$ cat src/scd_pkg.sv
`timescale 1ns / 1ps

package scd_pkg;

    // Width of the shared serial divider and of all rate values.
    localparam int DIV_W = 32;

    // Source clock frequency after reset, in hertz.
    localparam logic [31:0] SRC_CLK_RESET = 32'd100_000_000;

    // Ratio below which the high-speed divider is used.
    localparam logic [31:0] HS_RATIO_LIMIT = 32'd32;

    // Divider code range.
    localparam logic [5:0] HS_DIV_FIRST = 6'd9;
    localparam logic [5:0] DIV_LAST     = 6'h3F;
    localparam logic [5:0] LOW_MASK     = 6'h1F;

    // Prescalers of normal mode, as shift amounts (divide by 16 and by 128).
    localparam int PRESCALE_SMALL_SH = 4;
    localparam int PRESCALE_BIG_SH   = 7;

    // Enable bit of the high-speed control word.
    localparam logic [15:0] HS_ENABLE = 16'h8000;

    typedef struct packed {
        logic [31:0] target_hz;
        logic [31:0] fallback_hz;
        logic        clock_phase;
        logic        clock_polarity;
    } t_in_item;

    typedef struct packed {
        logic [7:0]  ctrl_word;
        logic [15:0] ctrl2_word;
        logic [31:0] achieved_hz;
        logic        rate_error;
    } t_out_item;

    typedef enum logic [2:0] {
        S_IDLE,
        S_RATIO,
        S_RATIO_WAIT,
        S_CAND,
        S_CAND_WAIT,
        S_DIFF,
        S_UPDATE,
        S_OUT
    } t_state;

endpackage

$ cat src/scd_divider.sv
`timescale 1ns / 1ps

module scd_divider import scd_pkg::*; (
    input  logic             i_clk,
    input  logic             i_rst_n,
    input  logic             i_start,
    input  logic [DIV_W-1:0] i_dividend,
    input  logic [DIV_W-1:0] i_divisor,
    output logic             o_done,
    output logic [DIV_W-1:0] o_quotient
);

    localparam int CNT_W = $clog2(DIV_W + 1);

    logic [DIV_W-1:0] r_rem;
    logic [DIV_W-1:0] r_quo;
    logic [DIV_W-1:0] r_dsr;
    logic [CNT_W-1:0] r_cnt;
    logic             r_done;

    logic [DIV_W:0]   w_trial;
    logic [DIV_W:0]   w_sub;
    logic             w_borrow;

    // One restoring step: bring in the next dividend bit and try a subtract.
    assign w_trial  = {r_rem, r_quo[DIV_W-1]};
    assign w_sub    = w_trial - {1'b0, r_dsr};
    assign w_borrow = w_sub[DIV_W];

    // Step counter and completion pulse.
    always_ff @(posedge i_clk) begin
        if (!i_rst_n) begin
            r_cnt  <= '0;
            r_done <= 1'b0;
        end else begin
            r_done <= (r_cnt == CNT_W'(1));
            if (i_start) begin
                r_cnt <= CNT_W'(DIV_W);
            end else if (r_cnt != '0) begin
                r_cnt <= r_cnt - CNT_W'(1);
            end
        end
    end

    // Remainder and quotient shift registers; the quotient shifts in as the
    // dividend shifts out.
    always_ff @(posedge i_clk) begin
        if (i_start) begin
            r_rem <= '0;
            r_quo <= i_dividend;
            r_dsr <= i_divisor;
        end else if (r_cnt != '0) begin
            if (w_borrow) begin
                r_rem <= w_trial[DIV_W-1:0];
                r_quo <= {r_quo[DIV_W-2:0], 1'b0};
            end else begin
                r_rem <= w_sub[DIV_W-1:0];
                r_quo <= {r_quo[DIV_W-2:0], 1'b1};
            end
        end
    end

    assign o_done     = r_done;
    assign o_quotient = r_quo;

endmodule

$ cat src/spi_clock_divider_search.sv
`timescale 1ns / 1ps
// When both rates are zero an accepted item goes straight to the output as an error;
// otherwise the ratio test runs first and then one candidate after another, 55
// candidates in high-speed mode (codes 9 to 63) and 64 in normal mode (codes 0 to 63).
// Throughput: one item at a time; each candidate needs a 32-step serial division.
// Reset (synchronous, active low) returns to idle, empties the output register and
// sets the source clock register to 100 MHz.

module spi_clock_divider_search import scd_pkg::*; (
    input  logic        i_clk,
    input  logic        i_rst_n,
    input  logic        i_in_valid,
    output logic        o_in_stall,
    input  t_in_item    i_in_item,
    output logic        o_out_valid,
    input  logic        i_out_stall,
    output t_out_item   o_out_item,
    input  logic        i_cfg_wr_en,
    input  logic [31:0] i_cfg_wr_data
);

    t_state      r_state, n_state;
    logic [31:0] r_src_clk;
    logic [31:0] r_target, n_target;
    logic        r_cpha, n_cpha;
    logic        r_cpol, n_cpol;
    logic        r_err, n_err;
    logic        r_hs, n_hs;
    logic        r_first, n_first;
    logic [5:0]  r_code, n_code;
    logic [31:0] r_rate, n_rate;
    logic [31:0] r_diff, n_diff;
    logic [31:0] r_best_diff, n_best_diff;
    logic [31:0] r_best_rate, n_best_rate;
    logic [5:0]  r_best_code, n_best_code;
    logic        r_out_valid, n_out_valid;
    t_out_item   r_out_item, n_out_item;

    logic             w_div_start;
    logic [DIV_W-1:0] w_dividend;
    logic [DIV_W-1:0] w_divisor;
    logic             w_div_done;
    logic [DIV_W-1:0] w_quotient;
    logic [31:0]      w_eff_target;
    logic [5:0]       w_low_plus;
    logic [6:0]       w_code_plus;
    logic [6:0]       w_best_plus;
    t_out_item        w_result;

    scd_divider u_div (
        .i_clk      (i_clk),
        .i_rst_n    (i_rst_n),
        .i_start    (w_div_start),
        .i_dividend (w_dividend),
        .i_divisor  (w_divisor),
        .o_done     (w_div_done),
        .o_quotient (w_quotient)
    );

    // Source clock register.
    always_ff @(posedge i_clk) begin
        if (!i_rst_n) begin
            r_src_clk <= SRC_CLK_RESET;
        end else if (i_cfg_wr_en) begin
            r_src_clk <= i_cfg_wr_data;
        end
    end

    // Control state.
    always_ff @(posedge i_clk) begin
        if (!i_rst_n) begin
            r_state     <= S_IDLE;
            r_out_valid <= 1'b0;
        end else begin
            r_state     <= n_state;
            r_out_valid <= n_out_valid;
        end
    end

    // Datapath registers.
    always_ff @(posedge i_clk) begin
        r_target    <= n_target;
        r_cpha      <= n_cpha;
        r_cpol      <= n_cpol;
        r_err       <= n_err;
        r_hs        <= n_hs;
        r_first     <= n_first;
        r_code      <= n_code;
        r_rate      <= n_rate;
        r_diff      <= n_diff;
        r_best_diff <= n_best_diff;
        r_best_rate <= n_best_rate;
        r_best_code <= n_best_code;
        r_out_item  <= n_out_item;
    end

    // Helper values for the effective target, the candidate divisors and the high-speed word.
    assign w_eff_target = (i_in_item.target_hz != 32'd0) ? i_in_item.target_hz
                                                         : i_in_item.fallback_hz;
    assign w_low_plus   = (r_code & LOW_MASK) + 6'd1;
    assign w_code_plus  = {1'b0, r_code} + 7'd1;
    assign w_best_plus  = {1'b0, r_best_code} + 7'd1;

    // Result item built from the best candidate found, or an error item for a zero target.
    always_comb begin
        w_result = '0;
        if (r_err) begin
            w_result.rate_error = 1'b1;
        end else if (r_hs) begin
            w_result.ctrl_word   = {r_cpha, r_cpol, 6'd0};
            w_result.ctrl2_word  = HS_ENABLE | (16'(w_best_plus[6:1]) << 6)
                                 | 16'(r_best_code);
            w_result.achieved_hz = r_best_rate;
        end else begin
            w_result.ctrl_word   = {r_cpha, r_cpol, r_best_code};
            w_result.achieved_hz = r_best_rate;
        end
    end

    // Sequencer: ratio test, then one division, difference and compare per
    // candidate.
    always_comb begin
        n_state     = r_state;
        n_target    = r_target;
        n_cpha      = r_cpha;
        n_cpol      = r_cpol;
        n_err       = r_err;
        n_hs        = r_hs;
        n_first     = r_first;
        n_code      = r_code;
        n_rate      = r_rate;
        n_diff      = r_diff;
        n_best_diff = r_best_diff;
        n_best_rate = r_best_rate;
        n_best_code = r_best_code;
        n_out_item  = r_out_item;
        n_out_valid = r_out_valid && i_out_stall;
        w_div_start = 1'b0;
        w_dividend  = r_src_clk;
        w_divisor   = r_target;
        o_in_stall  = 1'b1;

        case (r_state)
            S_IDLE: begin
                o_in_stall = 1'b0;
                if (i_in_valid) begin
                    n_target = w_eff_target;
                    n_cpha   = i_in_item.clock_phase;
                    n_cpol   = i_in_item.clock_polarity;
                    n_err    = (w_eff_target == 32'd0);
                    n_state  = (w_eff_target == 32'd0) ? S_OUT : S_RATIO;
                end
            end
            S_RATIO: begin
                w_div_start = 1'b1;
                n_state     = S_RATIO_WAIT;
            end
            S_RATIO_WAIT: begin
                if (w_div_done) begin
                    n_hs    = (w_quotient < HS_RATIO_LIMIT);
                    n_code  = (w_quotient < HS_RATIO_LIMIT) ? HS_DIV_FIRST : 6'd0;
                    n_first = 1'b1;
                    n_state = S_CAND;
                end
            end
            S_CAND: begin
                w_div_start = 1'b1;
                if (r_hs) begin
                    w_dividend = r_src_clk;
                    w_divisor  = DIV_W'(w_code_plus);
                end else begin
                    w_dividend = r_code[5] ? (r_src_clk >> PRESCALE_BIG_SH)
                                           : (r_src_clk >> PRESCALE_SMALL_SH);
                    w_divisor  = DIV_W'({w_low_plus, 1'b0});
                end
                n_state = S_CAND_WAIT;
            end
            S_CAND_WAIT: begin
                if (w_div_done) begin
                    n_rate  = w_quotient;
                    n_state = S_DIFF;
                end
            end
            S_DIFF: begin
                n_diff  = (r_target >= r_rate) ? (r_target - r_rate) : (r_rate - r_target);
                n_state = S_UPDATE;
            end
            S_UPDATE: begin
                // Strict compare keeps the earlier candidate on a tie.
                if (r_first || (r_diff < r_best_diff)) begin
                    n_first     = 1'b0;
                    n_best_diff = r_diff;
                    n_best_rate = r_rate;
                    n_best_code = r_code;
                end
                if (r_code == DIV_LAST) begin
                    n_state = S_OUT;
                end else begin
                    n_code  = r_code + 6'd1;
                    n_state = S_CAND;
                end
            end
            S_OUT: begin
                if (!r_out_valid || !i_out_stall) begin
                    n_out_valid = 1'b1;
                    n_out_item  = w_result;
                    n_state     = S_IDLE;
                end
            end
            default: begin
                n_state = S_IDLE;
            end
        endcase
    end

    assign o_out_valid = r_out_valid;
    assign o_out_item  = r_out_item;

    // The divider only finishes while the sequencer waits for it.
    assert property (@(posedge i_clk) disable iff (!i_rst_n)
        w_div_done |-> (r_state == S_RATIO_WAIT || r_state == S_CAND_WAIT))
        else $error("divider finished outside a wait state");

    // High-speed candidates never start below the first high-speed divider.
    assert property (@(posedge i_clk) disable iff (!i_rst_n)
        (r_state == S_CAND && r_hs) |-> (r_code >= HS_DIV_FIRST))
        else $error("high-speed candidate below first divider");

    // An error item carries no setting.
    assert property (@(posedge i_clk) disable iff (!i_rst_n)
        (o_out_valid && o_out_item.rate_error) |->
        (o_out_item.ctrl_word == 8'd0 && o_out_item.ctrl2_word == 16'd0 &&
         o_out_item.achieved_hz == 32'd0))
        else $error("error item with non-zero setting");

    // An accepted item always leaves the idle state.
    assert property (@(posedge i_clk) disable iff (!i_rst_n)
        (i_in_valid && !o_in_stall) |=> (r_state != S_IDLE))
        else $error("accepted item did not start a search");

endmodule
$ cat config.mk
export PLATFORM = sky130hd
export DESIGN_NAME = spi_clock_divider_search
export DESIGN_NICKNAME = d
export VERILOG_FILES = /design/src/scd_pkg.sv /design/src/scd_divider.sv /design/src/spi_clock_divider_search.sv
export SDC_FILE = /design/constraint.sdc
export NUM_CORES = 1
export LEC_CHECK = 0
export CORE_MARGIN = 2
export CORE_UTILIZATION = 60
export CTS_CLUSTER_SIZE = 10
export DETAILED_ROUTE_END_ITERATION = 8
export DONT_BUFFER_PORTS = 1
export HOLD_SLACK_MARGIN = 0.1
export PLACE_DENSITY_LB_ADDON = 0.15
export SYNTH_ARGS = -nofsm -noshare
export SYNTH_HDL_FRONTEND = slang
export SYNTH_SLANG_ARGS = --single-unit
$ cat constraint.sdc
create_clock -name i_clk -period 18.1 [get_ports i_clk]
set_input_delay 0 -clock i_clk [delete_from_list [all_inputs] [get_ports i_clk]]
set_output_delay 0 -clock i_clk [all_outputs]
set_load 0.005 [all_outputs]
==> qor.txt, run 1 <==
Via count -> 15261
IO Count -> 162
Internal power of the cells -> 0.00192 W
Remaining DRCs -> 0
Final setup violation count -> 0
Die width -> 188 um
Drt via density -> 6.00
Total CTS buffers -> 44
Row count -> 67
Final hold viol count -> 0
Gate Count Post-Synth -> 1954
Clock network latency to the later pin of the worst-skew pair -> 0.58 ns
Period utilization -> 23.3%
Unrepaired setup endpoints after global routing -> no
Final antenna-violating net count -> 0
Violation count after the first detailed-routing iteration -> 1456
Cell types with the largest area share after synthesis -> edfxtp_1 44%, ha_1 8.0%, dfxtp_1 7.4%
Worst Setup End Kind -> flip-flop
Required time of the critical path -> 18.59 ns
Routability congestion estimate -> 0.971
Max-slew violations -> 0
Dominant delay contributor by cell family on the critical path -> compound AO/OA/AOI/OAI gates
Relative slew slack -> 18.1%
Number of port buffers -> 0
Net switching component of the power -> 0.00100 W
PwrDens -> 125 nW/um^2
Sum of net half-perimeters after detailed placement -> 38500 um
Sequential group share of total power -> 39.8%
Synthesis-to-finish area growth -> 15.0%
Placed instance area -> 20600 um^2
First-pass detailed-route iteration total -> 6
Gate power share -> 32.8%
Maximum net fanout on the critical path -> 34
Yosys warns -> 0
Outcome -> complete, no violations
Ratio of cells with drive above 1 in the final layout -> 4.35%
Die height -> 188 um
Maximum count of clock buffers along a single path -> 3
Kind of path behind the tightest hold check -> in -> reg
WL per Instance -> 21.5 um
Count of maximum capacitance violations -> 0
Clock sink count -> 370
Sw Share -> 34.2%
Summed negative setup slack over all endpoints -> 0 ns
Count of distinct cell types in the synthesized netlist -> 70
Number of global-route vias before repair -> 14859
Remaining global-route overflow -> 0
Worst vdd ir -> 149 uV
Post CTS Setup Buffer Count -> 0
Arrival time worst endpoint -> 4.72 ns
First-pass GRT wire length -> 84700 um
Clock Power Share -> 27.4%
Worst-path clk slew -> 0.06 ns
Slowest cell on the critical path -> a221oi_1
Global-route usage over all layers -> 31.0%
CTS tree -> built
Classification of the worst setup path -> reg -> reg
LEAKAGE -> 9.53 nW
Clock root buffer -> clkbuf_16
H-tree depth -> 2
Synthesis-stage register bit count -> 370
Number of flops mapped to enable cells by yosys -> 295
Pin count of the biggest net entering global routing -> 88
Transition time at the pin with the least slew margin -> 1.23 ns
CP startpoint kind -> flip-flop
Dominant cell type by area after synthesis -> edfxtp_1
Sequential share of the synthesized area -> 51.1%
Total Die Area -> 35300 um^2
Summed area of non-filler cells in the final layout -> 23300 um^2
Initial antenna violation count -> 1
Initial core utilization -> 60.7%
Routed wire length -> 54600 um
Max Clock Freq -> 237 MHz
Worst clock skew -> 0.0292 ns
Slowest cell delay on critical path -> 0.60 ns
Cell area after synthesis -> 20300 um^2
Most instantiated flip-flop cell in the synthesis netlist -> edfxtp_1
Mean instance size in the synthesized netlist -> 10.4 um^2
Number of buffer and inverter instances along the worst setup path -> 3
Critical-path cell list -> inv_1, ha_1, inv_1, fa_1, a21o_1, a221oi_1, a211o_1, and3_1, a211oi_2, a211oi_4, buf_4, mux2_2, a211oi_2
Share of flip-flops with an asynchronous set or reset after synthesis -> 0%
Period minus WS final -> 4.22 ns
Layout Nets -> 2300
Core Area -> 33400 um^2
Synth top area share -> 43.7%
## final cells by class
class	instances	area (um^2)
Inverter	161	604
Fill cell	2342	10100
Antenna cell	1	2.50
Tap cell	448	561
Sequential cell	370	10400
Multi-Input combinational cell	1326	8940
Timing Repair Buffer	161	1570
Clock inverter	7	71.3
Clock buffer	69	1210
## per-stage QoR
stage / worst slack, ns / hold slack [ns] / power (W) / cells / util (%)
floorplan: 10.36 / 0.0989 / 0.00189 / 1956 / -
global placement: 14.05 / 0.0669 / 0.00208 / 2320 / 61.5
detailed placement: 13.91 / 0.0704 / 0.00209 / 2320 / 61.5
CTS: 13.88 / 0.100 / 0.00292 / 2542 / 69.7
global route: 13.62 / 0.118 / 0.00309 / 2542 / 69.7
finish: 13.88 / 0.140 / 0.00293 / 2543 / 69.8
## power groups by stage
| stage | Combinational, W | Sequential (W) | Clock, W |
|---|---|---|---|
| 4_1_cts | 0.000948 | 0.00116 | 0.000808 |
| 3_3_place_gp | 0.000898 | 0.00118 | 0 |
| 5_1_grt | 0.00107 | 0.00118 | 0.000845 |
| 3_5_place_dp | 0.000912 | 0.00118 | 0 |
| 2_1_floorplan | 0.000752 | 0.00114 | 0 |
| 6_report | 0.000960 | 0.00117 | 0.000800 |
## kinds of logic (layout without fill, tap and decap cells)
logic type / Yosys count / count (layout) / share of synthesized area, %
buffers and inverters: 260 / 398 / 5.17
AOI/OAI and AO/OA: 531 / 531 / 15.8
other: 1 / 4 / 0.0185
DFF: 370 / 370 / 51.1
and+or+nand+nor: 499 / 499 / 12.1
muxes: 92 / 92 / 4.56
xor gates and xnor gates: 68 / 68 / 2.93
adders and majority gates: 133 / 133 / 8.31
## sequential cells by signal, indices dropped and copies added (netlist names)
signal and count:
r_src_clk 32, r_target 32, u_div.r_cnt 6, r_first 1, r_rate 32, r_hs 1, u_div.r_rem 32, o_out_item 54
r_best_code 6, u_div.o_done 1, r_diff 32, r_err 1, r_cpha 1, u_div.r_dsr 32, u_div.o_quotient 32, r_cpol 1
r_code 6, o_out_valid 1, r_best_rate 32, r_state 3, r_best_diff 32
## path summary, 6_finish.rpt
kind / slack (ns) / startpoint / to / cells after the start
max: 13.88 / u_div.o_quotient[31] / u_div.r_rem[24] / 13
min: 0.14 / i_cfg_wr_en / r_src_clk[26] / 3
max reg2reg: 13.88 / u_div.o_quotient[31] / u_div.r_rem[24] / 13
min reg2reg: 0.45 / u_div.o_quotient[3] / r_rate[3] / 0
## cell usage after synthesis (18+ instances only)
| cell type | n |
|---|---|
| nand4_1 | 24 |
| edfxtp_1 | 295 |
| ha_1 | 130 |
| xnor2_1 | 47 |
| xor2_1 | 21 |
| nand2_1 | 134 |
| nand3_1 | 30 |
| nor2_1 | 115 |
| nor2b_1 | 65 |
| inv_1 | 160 |
| o21ai_0 | 135 |
| mux2i_1 | 89 |
| nor3_1 | 30 |
| nor4_1 | 25 |
| clkbuf_1 | 76 |
| and2_1 | 19 |
| a21oi_1 | 192 |
| dfxtp_1 | 75 |
| nand2b_1 | 19 |
| a211oi_1 | 18 |
| a21o_1 | 76 |
## what timing repair did
action,in CTS,in global routing
endpoints found under the hold margin,95,0
hold buffers,146,0
gates resized for setup,0,0
## metal layers
layer	up-vias	track usage, %	routed length, um
li1	7268	-	-
met1	7273	44.6	24600
met2	633	48.5	24400
met3	87	5.30	4080
met4	0	9.36	1550
met5	-	0	0
## placed cells by master, fill, tap and decap left out, drive strengths merged, types with 10 or more instances in the layout
cell	n
ha	130
clkbuf	69
dfxtp	75
a211oi	21
nand3	30
o21ai	136
nand4	24
and3	10
o31ai	10
nor3	30
xnor2	47
nand2b	19
and2	19
nor2b	65
xor2	21
nor2	115
nor4	25
inv	161
mux2i	89
a31oi	15
o211ai	12
buf	15
a21oi	192
a21o	76
dlygate4sd3	146
o21bai	11
edfxtp	295
o21a	12
nand2	135
## worst min-delay path, cell delays in order
cell and delay (ns):
mux2i_1 0.05, dlygate4sd3_1 0.56, nand2_1 0.07
Power figures use the tool's default switching activity.
==> run 2, diff against run 1 <==
==> constraint.sdc (replaced) <==
create_clock -name i_clk -period 4.1 [get_ports i_clk]
set_input_delay 0 -clock i_clk [delete_from_list [all_inputs] [get_ports i_clk]]
set_output_delay 0 -clock i_clk [all_outputs]
set_load 0.005 [all_outputs]
==> run 2 against run 1 <==
Compared with the run above: via count is 1.1% higher; global-route usage is 0.36 points higher; clock power grew to 4.5 times the previous value; register-to-register slack got worse by 14 ns; critical path depth fell by 2; fmax grew 10%; core utilization up 0.44 points; non-clock buffer count is 11 higher; clock skew decreased by 0.0015 ns; critical endpoint is now r_diff[24]; largest cell class unchanged.
==> qor.txt, run 2 (same netlist as run 1, synthesis figures left out) <==
Worst Setup Slack, final -> 0.261 ns (-13.62 ns)
H-tree depth -> 2 (unchanged)
Violation count after the first detailed-routing iteration -> 1450 (-0.41%)
Worst-path clk slew -> 0.06 ns (about the same)
Critical-path cell list -> inv_1, ha_1, a211oi_1, o21ai_0, a2111oi_0, nor2_1, a21o_1, buf_4, or4b_2, a32oi_1, xnor2_1
Layout Nets -> 2311 (+0.48%)
Internal power of the cells -> 0.00863 W (+350%)
Drt via density -> 6.04 (+0.70%)
Total Die Area -> 35300 um^2 (unchanged)
Outcome -> complete, no violations
Max Clock Freq -> 260 MHz (+10%)
Classification of the worst setup path -> reg -> reg
Period utilization -> 93.6% (+70 points)
Worst vdd ir -> 556 uV (+270%)
Required time of the critical path -> 4.41 ns (-14.18 ns)
Net switching component of the power -> 0.00444 W (+340%)
Sequential group share of total power -> 39.4% (-0.4 points)
Count of maximum capacitance violations -> 0 (unchanged)
Initial core utilization -> 60.7% (unchanged)
Leading cell type in the layout, fill and taps excluded -> edfxtp_1
Layout filler cell count -> 2377 (+1.5%)
Post-cts sizing count -> 0 (unchanged)
Arrival time worst endpoint -> 4.15 ns (-0.57 ns)
Final core occ -> 70.2% (+0.44 points)
Routability congestion estimate -> 0.973 (+0.18%)
Period minus WS final -> 3.84 ns (-0.382 ns)
First-pass GRT wire length -> 85500 um (+0.91%)
Pre-CTS worst setup slack -> 0.342 ns (-13.57 ns)
Final hold viol count -> 0 (unchanged)
Slowest cell delay on critical path -> 0.68 ns (+0.08 ns)
First-pass detailed-route iteration total -> 5 (-1)
Maximum net fanout on the critical path -> 9 (-74%)
Maximum count of clock buffers along a single path -> 3 (unchanged)
Gate power share -> 32.9% (about the same)
LEAKAGE -> 9.61 nW (+0.89%)
Final antenna-violating net count -> 0 (unchanged)
Sw Share -> 34.0% (-0.27 points)
Number of global-route vias before repair -> 15250 (+2.6%)
Kind of path behind the tightest hold check -> in -> reg
Pin count of the biggest net entering global routing -> 88 (unchanged)
Max-slew violations -> 0 (unchanged)
Worst clock skew -> 0.0277 ns (-0.00152 ns)
Row count -> 67 (unchanged)
Clock Power Share -> 27.7% (+0.3 points)
Initial antenna violation count -> 2 (+1)
Total CTS buffers -> 44 (unchanged)
Remaining global-route overflow -> 0 (unchanged)
WL per Instance -> 21.5 um (+0.15%)
Via count -> 15434 (+1.1%)
Final setup violation count -> 0 (unchanged)
Unrepaired setup endpoints after global routing -> no
Transition time at the pin with the least slew margin -> 1.20 ns (-0.0248 ns)
PwrDens -> 557 nW/um^2 (+340%)
Routed wire length -> 54900 um (+0.58%)
Die width -> 188 um (unchanged)
Sum of net half-perimeters after detailed placement -> 38900 um (+0.84%)
Die height -> 188 um (unchanged)
Global-route usage over all layers -> 31.4% (+0.36 points)
CP startpoint kind -> flip-flop
Core Area -> 33400 um^2 (unchanged)
Clock network latency to the later pin of the worst-skew pair -> 0.58 ns (about the same)
Number of port buffers -> 0 (unchanged)
Top library cells by usage in the layout, fill and taps aside -> 295 x edfxtp_1, 189 x a21oi_1, 160 x inv_1, 144 x dlygate4sd3_1, 134 x o21ai_0
IO Count -> 162 (unchanged)
Remaining DRCs -> 0 (unchanged)
Summed negative setup slack over all endpoints -> 0 ns (unchanged)
Worst Setup End Kind -> flip-flop
Flip-flop count of the largest register after layout -> 54 (unchanged)
Slowest cell on the critical path -> or4b_2
CTS tree -> built
Ratio of cells with drive above 1 in the final layout -> 5.08% (+0.74 points)
Synthesis-to-finish area growth -> 15.7%
Relative slew slack -> 19.6% (+1.5 points)
Worst setup slack for register-to-register paths -> 0.26 ns (-13.62 ns)
Clock root buffer -> clkbuf_16
Clock sink count -> 370 (unchanged)
-- run 2: cell count changes in the layout (fill, tap and decap cells not counted), sizes merged --
cell	previous run	this run
clkinvlp	1	0
dlygate4sd3	146	144
buf	15	28
bufinv	0	1
-- run 2: timing repair --
action                    4_1_cts  5_1_grt
buffers inserted                0        0
hold buffers                  144        0
hold endpoints to repair       96        0
-- run 2: power groups by stage --
stage | clock network, W | registers [W] | logic, W
after floorplan | 0 | 0.00504 | 0.00332
after global placement | 0 | 0.00519 | 0.00400
after detailed placement | 0 | 0.00521 | 0.00408
after CTS | 0.00367 | 0.00514 | 0.00423
after global routing | 0.00382 | 0.00520 | 0.00477
final | 0.00362 | 0.00515 | 0.00430
-- run 2: worst paths after layout --
| path | start | endpoint | cells after the start |
|---|---|---|---|
| min | i_in_item[19] | r_target[17] | 2 |
| max reg2reg | r_target[25] | r_diff[24] | 11 |
| max | r_target[25] | r_diff[24] | 11 |
| min reg2reg | r_diff[0] | r_best_diff[0] | 0 |
-- run 2: area by class of cell --
class                           count  area (um^2)  share of cell area [%]
Tap cell                          448          561                    2.39
Inverter                          161          604                    2.57
Multi-Input combinational cell   1326         8960                    38.2
Clock buffer                       69         1220                    5.22
Antenna cell                        1         2.50                  0.0107
Timing Repair Buffer              172         1680                    7.14
Sequential cell                   370        10400                    44.1
Clock inverter                      7         92.6                   0.394
-- run 2: critical path: cells and delay by family, from the launching register on --
family	cells	cell delay [ns]
AO/OA/AOI/OAI	5	1.70
buffers and inverters	2	0.33
adder cells (fa/ha/maj)	1	0.26
flip-flops	1	0.40
XOR/XNOR	1	0.09
AND/OR/NAND/NOR	2	0.81
-- run 2: stage by stage --
step	instance area (um^2)	hold WS (ns)	power, W	cells
after global placement	20700	0.0673	0.00919	2333
after floorplan	20300	0.0989	0.00836	1956
after CTS	23500	0.102	0.0130	2553
after global routing	23500	0.139	0.0138	2553
final	23500	0.153	0.0131	2554
after detailed placement	20700	0.0699	0.00929	2333
-- run 2: per-layer routing --
metal	GRT usage [%]	vias to the layer above	part of all wire, %	wire length, um
met4	10.6	0	2.7	1500
met2	50.0	654	46	25100
li1	-	7278	-	-
met3	5.65	87	8.0	4410
met5	0	-	0	0
met1	43.7	7415	44	23900
